`config.mk`:
```
export PLATFORM = sky130hd
export DESIGN_NAME = greedy_word_wrap_measure_core_flat
export DESIGN_NICKNAME = d
export VERILOG_FILES = /design/src/gww_pkg.sv /design/src/gww_if.sv /design/src/greedy_word_wrap_measure_core.sv /design/src/flat_wrapper.sv
export SDC_FILE = /design/constraint.sdc
export NUM_CORES = 2
export LEC_CHECK = 0
export BUFFER_PORTS_ARGS = -buffer_cell sky130_fd_sc_hd__buf_2
export CAP_MARGIN = 20
export CORE_UTILIZATION = 25
export CTS_CLUSTER_DIAMETER = 30
export DETAILED_ROUTE_END_ITERATION = 8
export GPL_TIMING_DRIVEN = 0
export SETUP_SLACK_MARGIN = 0.5
export SYNTH_ARGS = -nofsm -noshare
export SYNTH_HDL_FRONTEND = slang
export SYNTH_SLANG_ARGS = --single-unit
export TNS_END_PERCENT = 10
```
`constraint.sdc`:
```
create_clock -name clk_i -period 13.8 [get_ports clk_i]
set_input_delay 2.07 -clock clk_i [delete_from_list [all_inputs] [get_ports clk_i]]
set_output_delay 2.07 -clock clk_i [all_outputs]
set_load 0.1 [all_outputs]
```
`src/gww_pkg.sv`:
```
package gww_pkg;

  // Field widths
  localparam int unsigned CP_W      = 21;
  localparam int unsigned METRIC_W  = 18;
  localparam int unsigned IDX_W     = 16;
  localparam int unsigned W24       = 24;
  localparam int unsigned LH_W      = 17;
  localparam int unsigned SCALE_W   = 16;
  localparam int unsigned ROW_W     = 25;
  localparam int unsigned CFG_IDX_W = 2;

  // Default position counter width
  localparam int unsigned POS_BITS_DEF = 16;

  // Register defaults
  localparam logic [W24-1:0]     MAX_WIDTH_RST   = 24'hFF_FFFF;
  localparam logic [W24-1:0]     MAX_HEIGHT_RST  = 24'hFF_FFFF;
  localparam logic [LH_W-1:0]    LINE_HEIGHT_RST = 17'd1024;
  localparam logic [SCALE_W-1:0] SCALE_RST       = 16'd256;

  // Character codes
  localparam logic [CP_W-1:0] CP_NEWLINE = 21'd10;
  localparam logic [CP_W-1:0] CP_TAB     = 21'd9;
  localparam logic [CP_W-1:0] CP_CR      = 21'd13;
  localparam logic [CP_W-1:0] CP_SPACE   = 21'd32;

  // Opcodes and record kinds
  localparam logic OP_CHAR      = 1'b0;
  localparam logic OP_END       = 1'b1;
  localparam logic KIND_LINE    = 1'b0;
  localparam logic KIND_SUMMARY = 1'b1;

  typedef enum logic [CFG_IDX_W-1:0] {
    CFG_MAX_WIDTH   = 2'd0,
    CFG_MAX_HEIGHT  = 2'd1,
    CFG_LINE_HEIGHT = 2'd2,
    CFG_SCALE       = 2'd3
  } cfg_idx_e;

  // Unscaled record waiting for the scaling stage
  typedef struct packed {
    logic [IDX_W-1:0]        line_start;
    logic [IDX_W-1:0]        line_end;
    logic signed [ROW_W-1:0] line_raw;
    logic [IDX_W-1:0]        glyph_count;
    logic [W24-1:0]          height_raw;
  } rec_t;

  // Output register contents
  typedef struct packed {
    logic             kind;
    logic [IDX_W-1:0] line_start;
    logic [IDX_W-1:0] line_end;
    logic [W24-1:0]   line_width;
    logic [IDX_W-1:0] glyph_count;
    logic [W24-1:0]   text_width;
    logic [W24-1:0]   text_height;
    logic             last;
  } out_rec_t;

endpackage

```
`src/gww_if.sv`:
```
// Input channel: one code point and its glyph metrics per beat
interface gww_in_if;
  logic                                          valid;
  logic                                          ready;
  logic                                          op;
  logic        [gww_pkg::CP_W-1:0]               code_point;
  logic                                          glyph_found;
  logic signed [gww_pkg::METRIC_W-1:0]           glyph_advance;
  logic signed [gww_pkg::METRIC_W-1:0]           glyph_x_bearing;
  logic                                          glyph_visible;

  modport source (
    output valid, op, code_point, glyph_found, glyph_advance, glyph_x_bearing,
           glyph_visible,
    input  ready
  );
  modport sink (
    input  valid, op, code_point, glyph_found, glyph_advance, glyph_x_bearing,
           glyph_visible,
    output ready
  );
endinterface

// Output channel: one line record or summary per beat
interface gww_out_if;
  logic                        valid;
  logic                        ready;
  logic                        kind;
  logic [gww_pkg::IDX_W-1:0]   line_start;
  logic [gww_pkg::IDX_W-1:0]   line_end;
  logic [gww_pkg::W24-1:0]     line_width;
  logic [gww_pkg::IDX_W-1:0]   glyph_count;
  logic [gww_pkg::W24-1:0]     text_width;
  logic [gww_pkg::W24-1:0]     text_height;
  logic                        last;

  modport source (
    output valid, kind, line_start, line_end, line_width, glyph_count, text_width,
           text_height, last,
    input  ready
  );
  modport sink (
    input  valid, kind, line_start, line_end, line_width, glyph_count, text_width,
           text_height, last,
    output ready
  );
endinterface

```
`src/greedy_word_wrap_measure_core.sv`:
```
// Greedy word-wrap measurement. Each input beat is one code point with its glyph metrics
// (op 0) or an end-of-text marker (op 1). The block keeps the row and word state and emits a
// line record whenever a newline arrives or the row would exceed max_width, breaking after the
// last whole word; the end marker flushes the last row and emits a summary, then clears the
// state for the next text. A character beat is taken every cycle when not back-pressured: its
// state update is done in the accept cycle and its record, if any, moves through a one-entry
// record stage into a single-multiplier scaling stage, then the output register. An end beat
// that flushes a row yields two records and stalls the next beat. Character beats after a
// glyph wider than the row, or after the height limit is reached, are dropped without a record
// until the next end beat. Configuration is written through cfg_we_i / cfg_idx_i / cfg_data_i
// while the block is idle: a user rule that the block does not enforce.
module greedy_word_wrap_measure_core #(
  parameter int unsigned POS_BITS = gww_pkg::POS_BITS_DEF
) (
  input  logic                            clk_i,
  input  logic                            rst_ni,
  input  logic                            cfg_we_i,
  input  logic [gww_pkg::CFG_IDX_W-1:0]   cfg_idx_i,
  input  logic [gww_pkg::W24-1:0]         cfg_data_i,
  gww_in_if.sink                          in_i,
  gww_out_if.source                       out_o
);

  localparam logic [POS_BITS-1:0] POS_MAX = {POS_BITS{1'b1}};
  localparam logic [gww_pkg::IDX_W-1:0] CNT_MAX = {gww_pkg::IDX_W{1'b1}};
  localparam logic signed [26:0] ROW_HI = 27'sd16777215;
  localparam logic signed [26:0] ROW_LO = -27'sd16777216;

  // Configuration registers
  logic [gww_pkg::W24-1:0]     max_width_q, max_height_q;
  logic [gww_pkg::LH_W-1:0]    line_height_q;
  logic [gww_pkg::SCALE_W-1:0] scale_q;

  always_ff @(posedge clk_i or negedge rst_ni) begin
    if (!rst_ni) begin
      max_width_q   <= gww_pkg::MAX_WIDTH_RST;
      max_height_q  <= gww_pkg::MAX_HEIGHT_RST;
      line_height_q <= gww_pkg::LINE_HEIGHT_RST;
      scale_q       <= gww_pkg::SCALE_RST;
    end else if (cfg_we_i) begin
      unique case (gww_pkg::cfg_idx_e'(cfg_idx_i))
        gww_pkg::CFG_MAX_WIDTH:   max_width_q   <= cfg_data_i;
        gww_pkg::CFG_MAX_HEIGHT:  max_height_q  <= cfg_data_i;
        gww_pkg::CFG_LINE_HEIGHT: line_height_q <= cfg_data_i[gww_pkg::LH_W-1:0];
        gww_pkg::CFG_SCALE:       scale_q       <= cfg_data_i[gww_pkg::SCALE_W-1:0];
        default: ;
      endcase
    end
  end

  // Wrap state
  logic [POS_BITS-1:0]              char_pos_q, char_pos_d;
  logic [POS_BITS-1:0]              word_start_pos_q, word_start_pos_d;
  logic [POS_BITS-1:0]              word_end_pos_q, word_end_pos_d;
  logic [POS_BITS-1:0]              line_begin_q, line_begin_d;
  logic signed [gww_pkg::ROW_W-1:0] row_width_q, row_width_d;
  logic signed [gww_pkg::ROW_W-1:0] word_start_width_q, word_start_width_d;
  logic signed [gww_pkg::ROW_W-1:0] word_end_width_q, word_end_width_d;
  logic                             word_open_q, word_open_d;
  logic                             word_end_valid_q, word_end_valid_d;
  logic                             first_in_row_q, first_in_row_d;
  logic                             stopped_q, stopped_d;
  logic [gww_pkg::IDX_W-1:0]        visible_count_q, visible_count_d;
  logic [gww_pkg::W24-1:0]          height_acc_q, height_acc_d;

  // Record stage and output stage
  logic            rec_line_q, rec_line_d, rec_sum_q, rec_sum_d;
  gww_pkg::rec_t   rec_q, rec_d;
  logic            load_line, load_sum;
  gww_pkg::rec_t   load_rec;
  logic            out_v_q;
  gww_pkg::out_rec_t out_q;
  logic [gww_pkg::W24-1:0] widest_q;

  logic in_acc, pop, rec_busy;

  assign rec_busy = rec_line_q | rec_sum_q;
  assign pop      = rec_busy & (~out_v_q | out_o.ready);
  assign in_i.ready = ~rec_busy | (pop & ~(rec_line_q & rec_sum_q));
  assign in_acc   = in_i.valid & in_i.ready;

  // Per-character working values
  logic [POS_BITS-1:0]              p_next, text_pos, lend;
  logic                             advanced, nl, wo, sp;
  logic signed [gww_pkg::ROW_W-1:0] lraw;
  logic signed [18:0]               w;
  logic signed [25:0]               max_w_s, row_sum;
  logic signed [26:0]               row_shift;
  logic [24:0]                      ha_lh, ha2_lh;
  logic [gww_pkg::W24-1:0]          ha_new;

  assign max_w_s = $signed({2'b00, max_width_q});
  assign p_next  = (char_pos_q != POS_MAX) ? char_pos_q + 1'b1 : char_pos_q;
  assign ha_lh   = {1'b0, height_acc_q} + 25'(line_height_q);
  assign ha_new  = ha_lh[24] ? {gww_pkg::W24{1'b1}} : ha_lh[23:0];
  assign ha2_lh  = {1'b0, ha_new} + 25'(line_height_q);

  // State update for one accepted beat
  always_comb begin
    char_pos_d         = char_pos_q;
    word_start_pos_d   = word_start_pos_q;
    word_end_pos_d     = word_end_pos_q;
    line_begin_d       = line_begin_q;
    row_width_d        = row_width_q;
    word_start_width_d = word_start_width_q;
    word_end_width_d   = word_end_width_q;
    word_open_d        = word_open_q;
    word_end_valid_d   = word_end_valid_q;
    first_in_row_d     = first_in_row_q;
    stopped_d          = stopped_q;
    visible_count_d    = visible_count_q;
    height_acc_d       = height_acc_q;
    load_line          = 1'b0;
    load_sum           = 1'b0;
    load_rec           = '0;
    text_pos           = char_pos_q;
    lend               = char_pos_q;
    advanced           = 1'b0;
    nl                 = 1'b0;
    wo                 = word_open_q;
    lraw               = '0;
    w                  = '0;
    row_sum            = '0;
    row_shift          = '0;
    sp                 = (in_i.code_point == gww_pkg::CP_SPACE) ||
                         ((in_i.code_point >= gww_pkg::CP_TAB) &&
                          (in_i.code_point <= gww_pkg::CP_CR));

    if (in_acc) begin
      if (in_i.op == gww_pkg::OP_END) begin
        // Flush the open row if it fits, then summary and clear
        load_line            = word_open_q && (ha_lh <= {1'b0, max_height_q});
        load_sum             = 1'b1;
        load_rec.line_start  = gww_pkg::IDX_W'(line_begin_q);
        load_rec.line_end    = gww_pkg::IDX_W'(char_pos_q);
        load_rec.line_raw    = row_width_q;
        load_rec.glyph_count = visible_count_q;
        load_rec.height_raw  = load_line ? ha_new : height_acc_q;
        char_pos_d           = '0;
        word_start_pos_d     = '0;
        word_end_pos_d       = '0;
        line_begin_d         = '0;
        row_width_d          = '0;
        word_start_width_d   = '0;
        word_end_width_d     = '0;
        word_open_d          = 1'b0;
        word_end_valid_d     = 1'b0;
        first_in_row_d       = 1'b1;
        stopped_d            = 1'b0;
        visible_count_d      = '0;
        height_acc_d         = '0;
      end else if (!stopped_q) begin
        if (in_i.code_point == gww_pkg::CP_NEWLINE) begin
          lraw        = row_width_q;
          row_width_d = '0;
          wo          = 1'b0;
          nl          = 1'b1;
          text_pos    = p_next;
          advanced    = 1'b1;
          word_open_d = 1'b0;
        end else begin
          if (in_i.glyph_found) begin
            w = 19'(in_i.glyph_advance);
            if (in_i.glyph_visible && (visible_count_q != CNT_MAX)) begin
              visible_count_d = visible_count_q + 1'b1;
            end
            if (first_in_row_q) begin
              w              = 19'(in_i.glyph_advance) - 19'(in_i.glyph_x_bearing);
              first_in_row_d = 1'b0;
            end
          end
          if (26'(w) > max_w_s) begin
            // Glyph wider than the row: stop without a record
            word_open_d = 1'b0;
            stopped_d   = 1'b1;
          end else begin
            // Word boundary tracking
            if (wo == sp) begin
              if (wo) begin
                word_end_width_d = row_width_q;
                word_end_pos_d   = char_pos_q;
                word_end_valid_d = 1'b1;
                wo               = 1'b0;
              end else begin
                word_start_width_d = row_width_q;
                word_start_pos_d   = char_pos_q;
                wo                 = 1'b1;
              end
            end
            row_sum = 26'(row_width_q) + 26'(w);
            if (row_sum > max_w_s) begin
              // Row overflow: break after the last whole word if any
              nl = 1'b1;
              if (word_end_valid_d && (word_end_pos_d > line_begin_q)) begin
                lraw = word_end_width_d;
                lend = word_end_pos_d;
                if (wo) begin
                  row_shift = 27'(row_width_q) - 27'(word_start_width_d) + 27'(w);
                  if (row_shift > ROW_HI) begin
                    row_width_d = ROW_HI[24:0];
                  end else if (row_shift < ROW_LO) begin
                    row_width_d = ROW_LO[24:0];
                  end else begin
                    row_width_d = row_shift[24:0];
                  end
                end else begin
                  row_width_d = 25'(w);
                end
              end else begin
                lraw        = row_width_q;
                lend        = char_pos_q;
                row_width_d = 25'(w);
                if (!sp) begin
                  wo               = 1'b1;
                  word_start_pos_d = char_pos_q;
                end
              end
              if (!wo && sp) begin
                text_pos = p_next;
                advanced = 1'b1;
              end
            end else begin
              // row_sum stays within 26 bits; clamp to the 25-bit range
              if (27'(row_sum) > ROW_HI) begin
                row_width_d = ROW_HI[24:0];
              end else if (27'(row_sum) < ROW_LO) begin
                row_width_d = ROW_LO[24:0];
              end else begin
                row_width_d = row_sum[24:0];
              end
            end
            word_open_d = wo;
          end
        end

        if (nl) begin
          load_line            = 1'b1;
          load_rec.line_start  = gww_pkg::IDX_W'(line_begin_q);
          load_rec.line_end    = gww_pkg::IDX_W'(lend);
          load_rec.line_raw    = lraw;
          load_rec.glyph_count = visible_count_d;
          load_rec.height_raw  = '0;
          line_begin_d         = wo ? word_start_pos_d : text_pos;
          height_acc_d         = ha_new;
          if (ha2_lh >= {1'b0, max_height_q}) begin
            stopped_d  = 1'b1;
            char_pos_d = text_pos;
          end else begin
            first_in_row_d = 1'b1;
            char_pos_d     = advanced ? text_pos : p_next;
          end
        end else if (!stopped_d) begin
          char_pos_d = p_next;
        end
      end
    end
  end

  always_ff @(posedge clk_i or negedge rst_ni) begin
    if (!rst_ni) begin
      char_pos_q         <= '0;
      word_start_pos_q   <= '0;
      word_end_pos_q     <= '0;
      line_begin_q       <= '0;
      row_width_q        <= '0;
      word_start_width_q <= '0;
      word_end_width_q   <= '0;
      word_open_q        <= 1'b0;
      word_end_valid_q   <= 1'b0;
      first_in_row_q     <= 1'b1;
      stopped_q          <= 1'b0;
      visible_count_q    <= '0;
      height_acc_q       <= '0;
    end else begin
      char_pos_q         <= char_pos_d;
      word_start_pos_q   <= word_start_pos_d;
      word_end_pos_q     <= word_end_pos_d;
      line_begin_q       <= line_begin_d;
      row_width_q        <= row_width_d;
      word_start_width_q <= word_start_width_d;
      word_end_width_q   <= word_end_width_d;
      word_open_q        <= word_open_d;
      word_end_valid_q   <= word_end_valid_d;
      first_in_row_q     <= first_in_row_d;
      stopped_q          <= stopped_d;
      visible_count_q    <= visible_count_d;
      height_acc_q       <= height_acc_d;
    end
  end

  // Record stage: a line goes out before the summary of the same beat
  always_comb begin
    rec_line_d = rec_line_q;
    rec_sum_d  = rec_sum_q;
    rec_d      = rec_q;
    if (pop) begin
      if (rec_line_q) begin
        rec_line_d = 1'b0;
      end else begin
        rec_sum_d = 1'b0;
      end
    end
    if (load_line || load_sum) begin
      rec_line_d = load_line;
      rec_sum_d  = load_sum;
      rec_d      = load_rec;
    end
  end

  always_ff @(posedge clk_i or negedge rst_ni) begin
    if (!rst_ni) begin
      rec_line_q <= 1'b0;
      rec_sum_q  <= 1'b0;
    end else begin
      rec_line_q <= rec_line_d;
      rec_sum_q  <= rec_sum_d;
    end
  end

  always_ff @(posedge clk_i) begin
    rec_q <= rec_d;
  end

  // Scaling: (w * scale + 128) >> 8, zero for w <= 0, saturated to 24 bits
  logic signed [gww_pkg::ROW_W-1:0] sc_in;
  logic [39:0]                      sc_prod;
  logic [40:0]                      sc_round;
  logic [gww_pkg::W24-1:0]          sc_out, widest_new;

  assign sc_in    = rec_line_q ? rec_q.line_raw : $signed({1'b0, rec_q.height_raw});
  assign sc_prod  = sc_in[23:0] * scale_q;
  assign sc_round = {1'b0, sc_prod} + 41'd128;
  always_comb begin
    if (sc_in <= 0) begin
      sc_out = '0;
    end else if (|sc_round[40:32]) begin
      sc_out = {gww_pkg::W24{1'b1}};
    end else begin
      sc_out = sc_round[31:8];
    end
  end
  assign widest_new = (sc_out > widest_q) ? sc_out : widest_q;

  // Output register and running maximum line width
  gww_pkg::out_rec_t out_d;
  always_comb begin
    out_d             = '0;
    out_d.glyph_count = rec_q.glyph_count;
    if (rec_line_q) begin
      out_d.kind       = gww_pkg::KIND_LINE;
      out_d.line_start = rec_q.line_start;
      out_d.line_end   = rec_q.line_end;
      out_d.line_width = sc_out;
      out_d.text_width = widest_new;
      out_d.last       = ~rec_sum_q;
    end else begin
      out_d.kind        = gww_pkg::KIND_SUMMARY;
      out_d.text_width  = widest_q;
      out_d.text_height = sc_out;
      out_d.last        = 1'b1;
    end
  end

  always_ff @(posedge clk_i or negedge rst_ni) begin
    if (!rst_ni) begin
      out_v_q  <= 1'b0;
      widest_q <= '0;
    end else begin
      if (pop) begin
        out_v_q  <= 1'b1;
        widest_q <= rec_line_q ? widest_new : '0;
      end else if (out_o.ready) begin
        out_v_q <= 1'b0;
      end
    end
  end

  always_ff @(posedge clk_i) begin
    if (pop) begin
      out_q <= out_d;
    end
  end

  assign out_o.valid       = out_v_q;
  assign out_o.kind        = out_q.kind;
  assign out_o.line_start  = out_q.line_start;
  assign out_o.line_end    = out_q.line_end;
  assign out_o.line_width  = out_q.line_width;
  assign out_o.glyph_count = out_q.glyph_count;
  assign out_o.text_width  = out_q.text_width;
  assign out_o.text_height = out_q.text_height;
  assign out_o.last        = out_q.last;

  // Checks
  a_ready_only_when_busy: assert property (@(posedge clk_i) disable iff (!rst_ni)
    !in_i.ready |-> rec_busy)
    else $error("input stalled with an empty record stage");

  a_summary_clears_widest: assert property (@(posedge clk_i) disable iff (!rst_ni)
    (pop && !rec_line_q) |=> (widest_q == '0))
    else $error("widest line not cleared after summary");

  a_summary_shape: assert property (@(posedge clk_i) disable iff (!rst_ni)
    (out_v_q && (out_q.kind == gww_pkg::KIND_SUMMARY)) |->
      ((out_q.line_width == '0) && out_q.last))
    else $error("summary beat carries line data or is not last");

  a_stopped_holds: assert property (@(posedge clk_i) disable iff (!rst_ni)
    (in_acc && (in_i.op == gww_pkg::OP_CHAR) && stopped_q) |=>
      ($stable(char_pos_q) && !rec_line_q))
    else $error("character beat changed state while stopped");

endmodule

```
`src/flat_wrapper.sv`:
```
// flat-port wrapper written by rule: the top's interface ports become plain ports
module greedy_word_wrap_measure_core_flat 
#(
  parameter int unsigned POS_BITS = gww_pkg::POS_BITS_DEF
)
  (clk_i, rst_ni, cfg_we_i, cfg_idx_i, cfg_data_i, in_i_valid, in_i_op, in_i_code_point, in_i_glyph_found, in_i_glyph_advance, in_i_glyph_x_bearing, in_i_glyph_visible, in_i_ready, out_o_valid, out_o_kind, out_o_line_start, out_o_line_end, out_o_line_width, out_o_glyph_count, out_o_text_width, out_o_text_height, out_o_last, out_o_ready);
  gww_in_if in_i_i ();
  gww_out_if out_o_i ();
  input  logic clk_i;
  input  logic rst_ni;
  input  logic cfg_we_i;
  input  logic [gww_pkg::CFG_IDX_W-1:0] cfg_idx_i;
  input  logic [gww_pkg::W24-1:0] cfg_data_i;
  input wire logic [$bits(in_i_i.valid)-1:0] in_i_valid;
  input wire logic [$bits(in_i_i.op)-1:0] in_i_op;
  input wire logic [$bits(in_i_i.code_point)-1:0] in_i_code_point;
  input wire logic [$bits(in_i_i.glyph_found)-1:0] in_i_glyph_found;
  input wire logic [$bits(in_i_i.glyph_advance)-1:0] in_i_glyph_advance;
  input wire logic [$bits(in_i_i.glyph_x_bearing)-1:0] in_i_glyph_x_bearing;
  input wire logic [$bits(in_i_i.glyph_visible)-1:0] in_i_glyph_visible;
  output wire logic [$bits(in_i_i.ready)-1:0] in_i_ready;
  output wire logic [$bits(out_o_i.valid)-1:0] out_o_valid;
  output wire logic [$bits(out_o_i.kind)-1:0] out_o_kind;
  output wire logic [$bits(out_o_i.line_start)-1:0] out_o_line_start;
  output wire logic [$bits(out_o_i.line_end)-1:0] out_o_line_end;
  output wire logic [$bits(out_o_i.line_width)-1:0] out_o_line_width;
  output wire logic [$bits(out_o_i.glyph_count)-1:0] out_o_glyph_count;
  output wire logic [$bits(out_o_i.text_width)-1:0] out_o_text_width;
  output wire logic [$bits(out_o_i.text_height)-1:0] out_o_text_height;
  output wire logic [$bits(out_o_i.last)-1:0] out_o_last;
  input wire logic [$bits(out_o_i.ready)-1:0] out_o_ready;
  assign in_i_i.valid = in_i_valid;
  assign in_i_i.op = in_i_op;
  assign in_i_i.code_point = in_i_code_point;
  assign in_i_i.glyph_found = in_i_glyph_found;
  assign in_i_i.glyph_advance = in_i_glyph_advance;
  assign in_i_i.glyph_x_bearing = in_i_glyph_x_bearing;
  assign in_i_i.glyph_visible = in_i_glyph_visible;
  assign in_i_ready = in_i_i.ready;
  assign out_o_valid = out_o_i.valid;
  assign out_o_kind = out_o_i.kind;
  assign out_o_line_start = out_o_i.line_start;
  assign out_o_line_end = out_o_i.line_end;
  assign out_o_line_width = out_o_i.line_width;
  assign out_o_glyph_count = out_o_i.glyph_count;
  assign out_o_text_width = out_o_i.text_width;
  assign out_o_text_height = out_o_i.text_height;
  assign out_o_last = out_o_i.last;
  assign out_o_i.ready = out_o_ready;
  greedy_word_wrap_measure_core #(.POS_BITS(POS_BITS)) u_core (.clk_i(clk_i), .rst_ni(rst_ni), .cfg_we_i(cfg_we_i), .cfg_idx_i(cfg_idx_i), .cfg_data_i(cfg_data_i), .in_i(in_i_i), .out_o(out_o_i));
endmodule
```
==> results.rst <==
.. list-table::
   :header-rows: 1

   * - Metric
     - Value
   * - Largest stage delay on the critical path
     - slightly above 0.7 ns
   * - Overall routing resource usage
     - 0.1594
   * - Worst setup EP type
     - flop
   * - Synth warn
     - 0
   * - Reg2reg start
     - u_core.rec_line_q$_DFFE_PN0P_
   * - Primary FF master, synth
     - sky130_fd_sc_hd__dfrtp_1
   * - Proportion of synthesized chip area in sequential cells
     - 0.3088
   * - Final Critical Period
     - roughly 12 ns
   * - Reg2reg path depth
     - 36
   * - Worst Path Class, Setup
     - reg -> reg
   * - Final weighted congestion of routability-driven global placement
     - around 0.93
   * - Summed instance area of the synthesized netlist
     - about 45000 sq um
   * - Depth of the CTS H-tree
     - 3
   * - Cell row count
     - about 160
   * - Routed Antenna Nets
     - 0
   * - Total instance count after detailed placement
     - 7402
   * - Synth top area share
     - 0.1492
   * - Clk sink count
     - 510
   * - Run status
     - completed
   * - Total Neg Setup Slack
     - 0 ns
   * - Nets
     - 5968
   * - Setup slack after layout
     - 1.552 ns
   * - Non-filler cells in the finished layout
     - between 7000 and 8000
   * - Highest Clock Rate
     - between 80 and 90 MHz
   * - Max-slew violation total from the final report
     - 0
   * - P&R area growth vs syn
     - 18.62%
   * - Clk pin slew, worst setup/hold paths
     - ~0.05 ns
   * - CP startpoint kind
     - flop
   * - Total gr overflow
     - 0
   * - Least-Margin Pin Slew
     - between 1 and 1.5 ns
   * - CTS buffer count
     - between 100 and 150
   * - Post-synthesis register bit count
     - about 500
   * - Pin count of the biggest net entering global routing
     - ~110
   * - Setup repair after global routing missed its margin
     - no
   * - Largest cells by area after synthesis
     - sky130_fd_sc_hd__fa_1, sky130_fd_sc_hd__edfxtp_1, sky130_fd_sc_hd__dfrtp_1, sky130_fd_sc_hd__ha_1, sky130_fd_sc_hd__inv_1
   * - Avg Cell Area, Syn
     - roughly 9.3 sq um
   * - Most frequent cell on the critical path
     - sky130_fd_sc_hd__fa_1
   * - First-pass GRT wire length
     - approximately 220 mm
   * - Cell family with most CP delay
     - adder cells
   * - Terminus of the critical flop-to-flop path
     - u_core.out_o.text_width[17]$_DFFE_PP_
   * - Clock insertion delay at the later pin of the skew report
     - around 0.74 ns
   * - Port-buffer cells
     - 214
   * - Via count of the first global-routing pass
     - ~38000
   * - Post-Route Utilization
     - 0.2991
   * - Number of gates given a new drive strength after cts
     - 0
   * - DP HPWL
     - around 120 mm
   * - Count of buffer and inverter cells on the critical path
     - 7
   * - Endpoint of the most critical setup path
     - u_core.out_o.text_width[17]$_DFFE_PP_
   * - Initial drt markers
     - 2622
   * - Slew Limit Headroom
     - 0.2599
   * - Crit. path cell count
     - 36
   * - Reg2Reg Setup Slack
     - between 1.5 and 2 ns
   * - Root Buffer
     - sky130_fd_sc_hd__clkbuf_16
   * - CTS tree
     - yes
   * - Initial core utilization
     - 0.2522
   * - Core region area
     - between 150000 and 200000 sq um
   * - Die Footprint
     - 182100 sq um
   * - Post-route fraction of the period consumed by the critical path
     - 0.8875
   * - Number of distinct library cells after synthesis
     - a little under 100
   * - Total wire length
     - 146.2 mm
   * - Critical path data arrival time
     - between 10 and 15 ns
   * - Crit-path max FO
     - 10
   * - Cell at the slowest stage of the critical path
     - sky130_fd_sc_hd__a41oi_1
   * - Share of flip-flops with an asynchronous set or reset
     - 0.5706
   * - Clock skew
     - between 0.07 and 0.08 ns
   * - Post-synthesis instance total
     - 4825
   * - Die Ht
     - ~430 microns
   * - Setup fix buffers added after clock tree synthesis
     - 0
   * - Die span in x
     - roughly 430 microns
   * - Critical path startpoint
     - u_core.rec_line_q$_DFFE_PN0P_
   * - Required time at the worst-slack endpoint
     - 14.30 ns
   * - Final Hold Fails
     - 0
   * - Number of flops mapped to enable cells by yosys
     - approximately 220
   * - Final setup vio count
     - 0
   * - Number of nets produced by synthesis
     - between 5000 and 6000
   * - Count of hold buffers inserted by post-cts repair
     - 0
   * - Worst min-delay path category
     - reg -> reg
   * - Antenna violations before repair
     - 24
   * - Share of final-layout standard cells stronger than drive strength 1
     - 0.1352
   * - Mean number of vias per cell
     - just under 5
   * - Drt drc
     - 0
   * - Max-cap violations
     - 0
   * - Count of pins on the block boundary
     - ~220
   * - Detailed-route wire length per cell
     - 19.16 microns
   * - Placement Setup Slack
     - between 1.5 and 2 ns
   * - Most area-hungry cell type in the Yosys netlist
     - sky130_fd_sc_hd__fa_1
   * - Maximum buffer depth of the clock tree
     - 3
   * - Detailed Routing Iterations Pass 1
     - 6
   * - Via total after detailed routing
     - 37050
[how the worst min path moves through the flow]
stage,startpoint,end,slack [ns],cells past startpoint
2_1_floorplan,u_core.out_d[49]$_SDFFCE_PN0P_,u_core.out_o.glyph_count[0]$_DFFE_PP_,0.40,0
3_3_place_gp,u_core.out_d[52]$_SDFFCE_PN0P_,u_core.out_o.glyph_count[3]$_DFFE_PP_,0.41,0
3_5_place_dp,u_core.out_d[61]$_SDFFCE_PN0P_,u_core.out_o.glyph_count[12]$_DFFE_PP_,0.40,0
4_1_cts,u_core.out_d[63]$_SDFFCE_PN0P_,u_core.out_o.glyph_count[14]$_DFFE_PP_,0.41,0
5_1_grt,u_core.out_d[63]$_SDFFCE_PN0P_,u_core.out_o.glyph_count[14]$_DFFE_PP_,0.42,0
6_report,u_core.out_d[61]$_SDFFCE_PN0P_,u_core.out_o.glyph_count[12]$_DFFE_PP_,0.42,0
[cell usage after synthesis, types with 15 or more instances]
master	number
sky130_fd_sc_hd__a311oi_1	16
sky130_fd_sc_hd__o31ai_1	59
sky130_fd_sc_hd__a31oi_1	19
sky130_fd_sc_hd__o211ai_1	26
sky130_fd_sc_hd__nand4_1	36
sky130_fd_sc_hd__a22oi_1	37
sky130_fd_sc_hd__o21ai_1	44
sky130_fd_sc_hd__o22ai_1	16
sky130_fd_sc_hd__nor2_4	19
sky130_fd_sc_hd__xor2_1	33
sky130_fd_sc_hd__ha_1	374
sky130_fd_sc_hd__fa_1	336
sky130_fd_sc_hd__nand3_1	62
sky130_fd_sc_hd__and3_1	36
sky130_fd_sc_hd__mux2_2	112
sky130_fd_sc_hd__edfxtp_1	219
sky130_fd_sc_hd__nor2b_1	48
sky130_fd_sc_hd__dfrtp_1	240
sky130_fd_sc_hd__and4_1	15
sky130_fd_sc_hd__nand2_1	577
sky130_fd_sc_hd__nor4_1	18
sky130_fd_sc_hd__inv_1	650
sky130_fd_sc_hd__dfstp_2	51
sky130_fd_sc_hd__mux2i_1	38
sky130_fd_sc_hd__nor3_1	57
sky130_fd_sc_hd__o21a_1	36
sky130_fd_sc_hd__and2_1	243
sky130_fd_sc_hd__o21ai_0	253
sky130_fd_sc_hd__a21o_1	70
sky130_fd_sc_hd__a211oi_1	25
sky130_fd_sc_hd__xnor2_1	84
sky130_fd_sc_hd__buf_2	31
sky130_fd_sc_hd__or2_2	28
sky130_fd_sc_hd__a21oi_1	197
sky130_fd_sc_hd__nand2b_1	30
sky130_fd_sc_hd__a22o_1	63
sky130_fd_sc_hd__nor2_1	265
sky130_fd_sc_hd__clkbuf_1	162
[registers in the layout, summed over array words and instances, names as in the netlist, 17 cells and up]
signal                     cells
u_core.line_height_q          17
u_core.max_height_q           24
u_core.word_end_width_q       25
u_core.out_o.text_width       24
u_core.out_o.line_width       24
u_core.widest_q               24
u_core.row_width_q            25
u_core.rec_q                  81
u_core.out_o.text_height      24
u_core.word_start_width_q     25
u_core.height_acc_q           24
u_core.max_width_q            24
[per-stage QoR]
stage / hold WS [ns] / instance area, sq um
final: 0.4160 / 53480
after global routing: 0.4160 / 53480
after CTS: 0.4067 / 53460
after detailed placement: 0.4045 / 49300
after global placement: 0.4083 / 49110
after floorplan: 0.4003 / 45090
[layer usage]
layer,up-vias,GRT usage,part of all wire
met5,-,0,0
met1,18370,0.1974,0.41
met3,341,0.02322,0.053
met2,1235,0.2706,0.48
met4,0,0.07637,0.053
li1,17110,-,-
[cells in the final DEF (no fill, tap or decap), types with 36 or more instances in the layout]
| master | synthesis | routed |
|---|---|---|
| sky130_fd_sc_hd__dfrtp_1 | 240 | 240 |
| sky130_fd_sc_hd__xnor2_1 | 84 | 84 |
| sky130_fd_sc_hd__o21a_1 | 36 | 36 |
| sky130_fd_sc_hd__and3_1 | 36 | 36 |
| sky130_fd_sc_hd__nor2b_1 | 48 | 48 |
| sky130_fd_sc_hd__a22o_1 | 63 | 63 |
| sky130_fd_sc_hd__edfxtp_1 | 219 | 219 |
| sky130_fd_sc_hd__nand3_1 | 62 | 62 |
| sky130_fd_sc_hd__ha_1 | 374 | 374 |
| sky130_fd_sc_hd__o31ai_1 | 59 | 59 |
| sky130_fd_sc_hd__buf_2 | 31 | 243 |
| sky130_fd_sc_hd__clkbuf_1 | 162 | 168 |
| sky130_fd_sc_hd__o21ai_0 | 253 | 253 |
| sky130_fd_sc_hd__and2_1 | 243 | 243 |
| sky130_fd_sc_hd__fa_1 | 336 | 336 |
| sky130_fd_sc_hd__a22oi_1 | 37 | 37 |
| sky130_fd_sc_hd__a21oi_1 | 197 | 197 |
| sky130_fd_sc_hd__nor3_1 | 57 | 57 |
| sky130_fd_sc_hd__nand2_1 | 577 | 577 |
| sky130_fd_sc_hd__o21ai_1 | 44 | 44 |
| sky130_fd_sc_hd__clkbuf_16 | 0 | 119 |
| sky130_fd_sc_hd__inv_1 | 650 | 650 |
| sky130_fd_sc_hd__dfstp_2 | 51 | 51 |
| sky130_fd_sc_hd__a21o_1 | 70 | 70 |
| sky130_fd_sc_hd__nand4_1 | 36 | 36 |
| sky130_fd_sc_hd__mux2_2 | 112 | 112 |
| sky130_fd_sc_hd__mux2i_1 | 38 | 38 |
| sky130_fd_sc_hd__nor2_1 | 265 | 264 |
[final cells by class]
| cell class | count | area (sq um) |
|---|---|---|
| Inverter | 650 | 2440 |
| Clock inverter | 97 | 1142 |
| Timing Repair Buffer | 223 | 1276 |
| Antenna cell | 1 | 2.502 |
| Tap cell | 2355 | 2947 |
| Buffer | 207 | 840.8 |
| Fill cell | 18700 | 125300 |
| Multi-Input combinational cell | 3458 | 27900 |
| Sequential cell | 510 | 13920 |
| Clock buffer | 127 | 3017 |
[logic make-up after synthesis]
logic type	after synthesis	synth area share
AO/OA/AOI/OAI	996	0.1460
multiplexers	150	0.03641
AND/OR/NAND/NOR	1484	0.1601
buffers and inverters	857	0.07270
flip-flops	510	0.3088
XOR/XNOR	117	0.02273
adder cells (fa/ha/maj)	711	0.2532
Power is not shown: default switching activity piles up to over one toggle a cycle in this logic, so the estimate is an artifact.
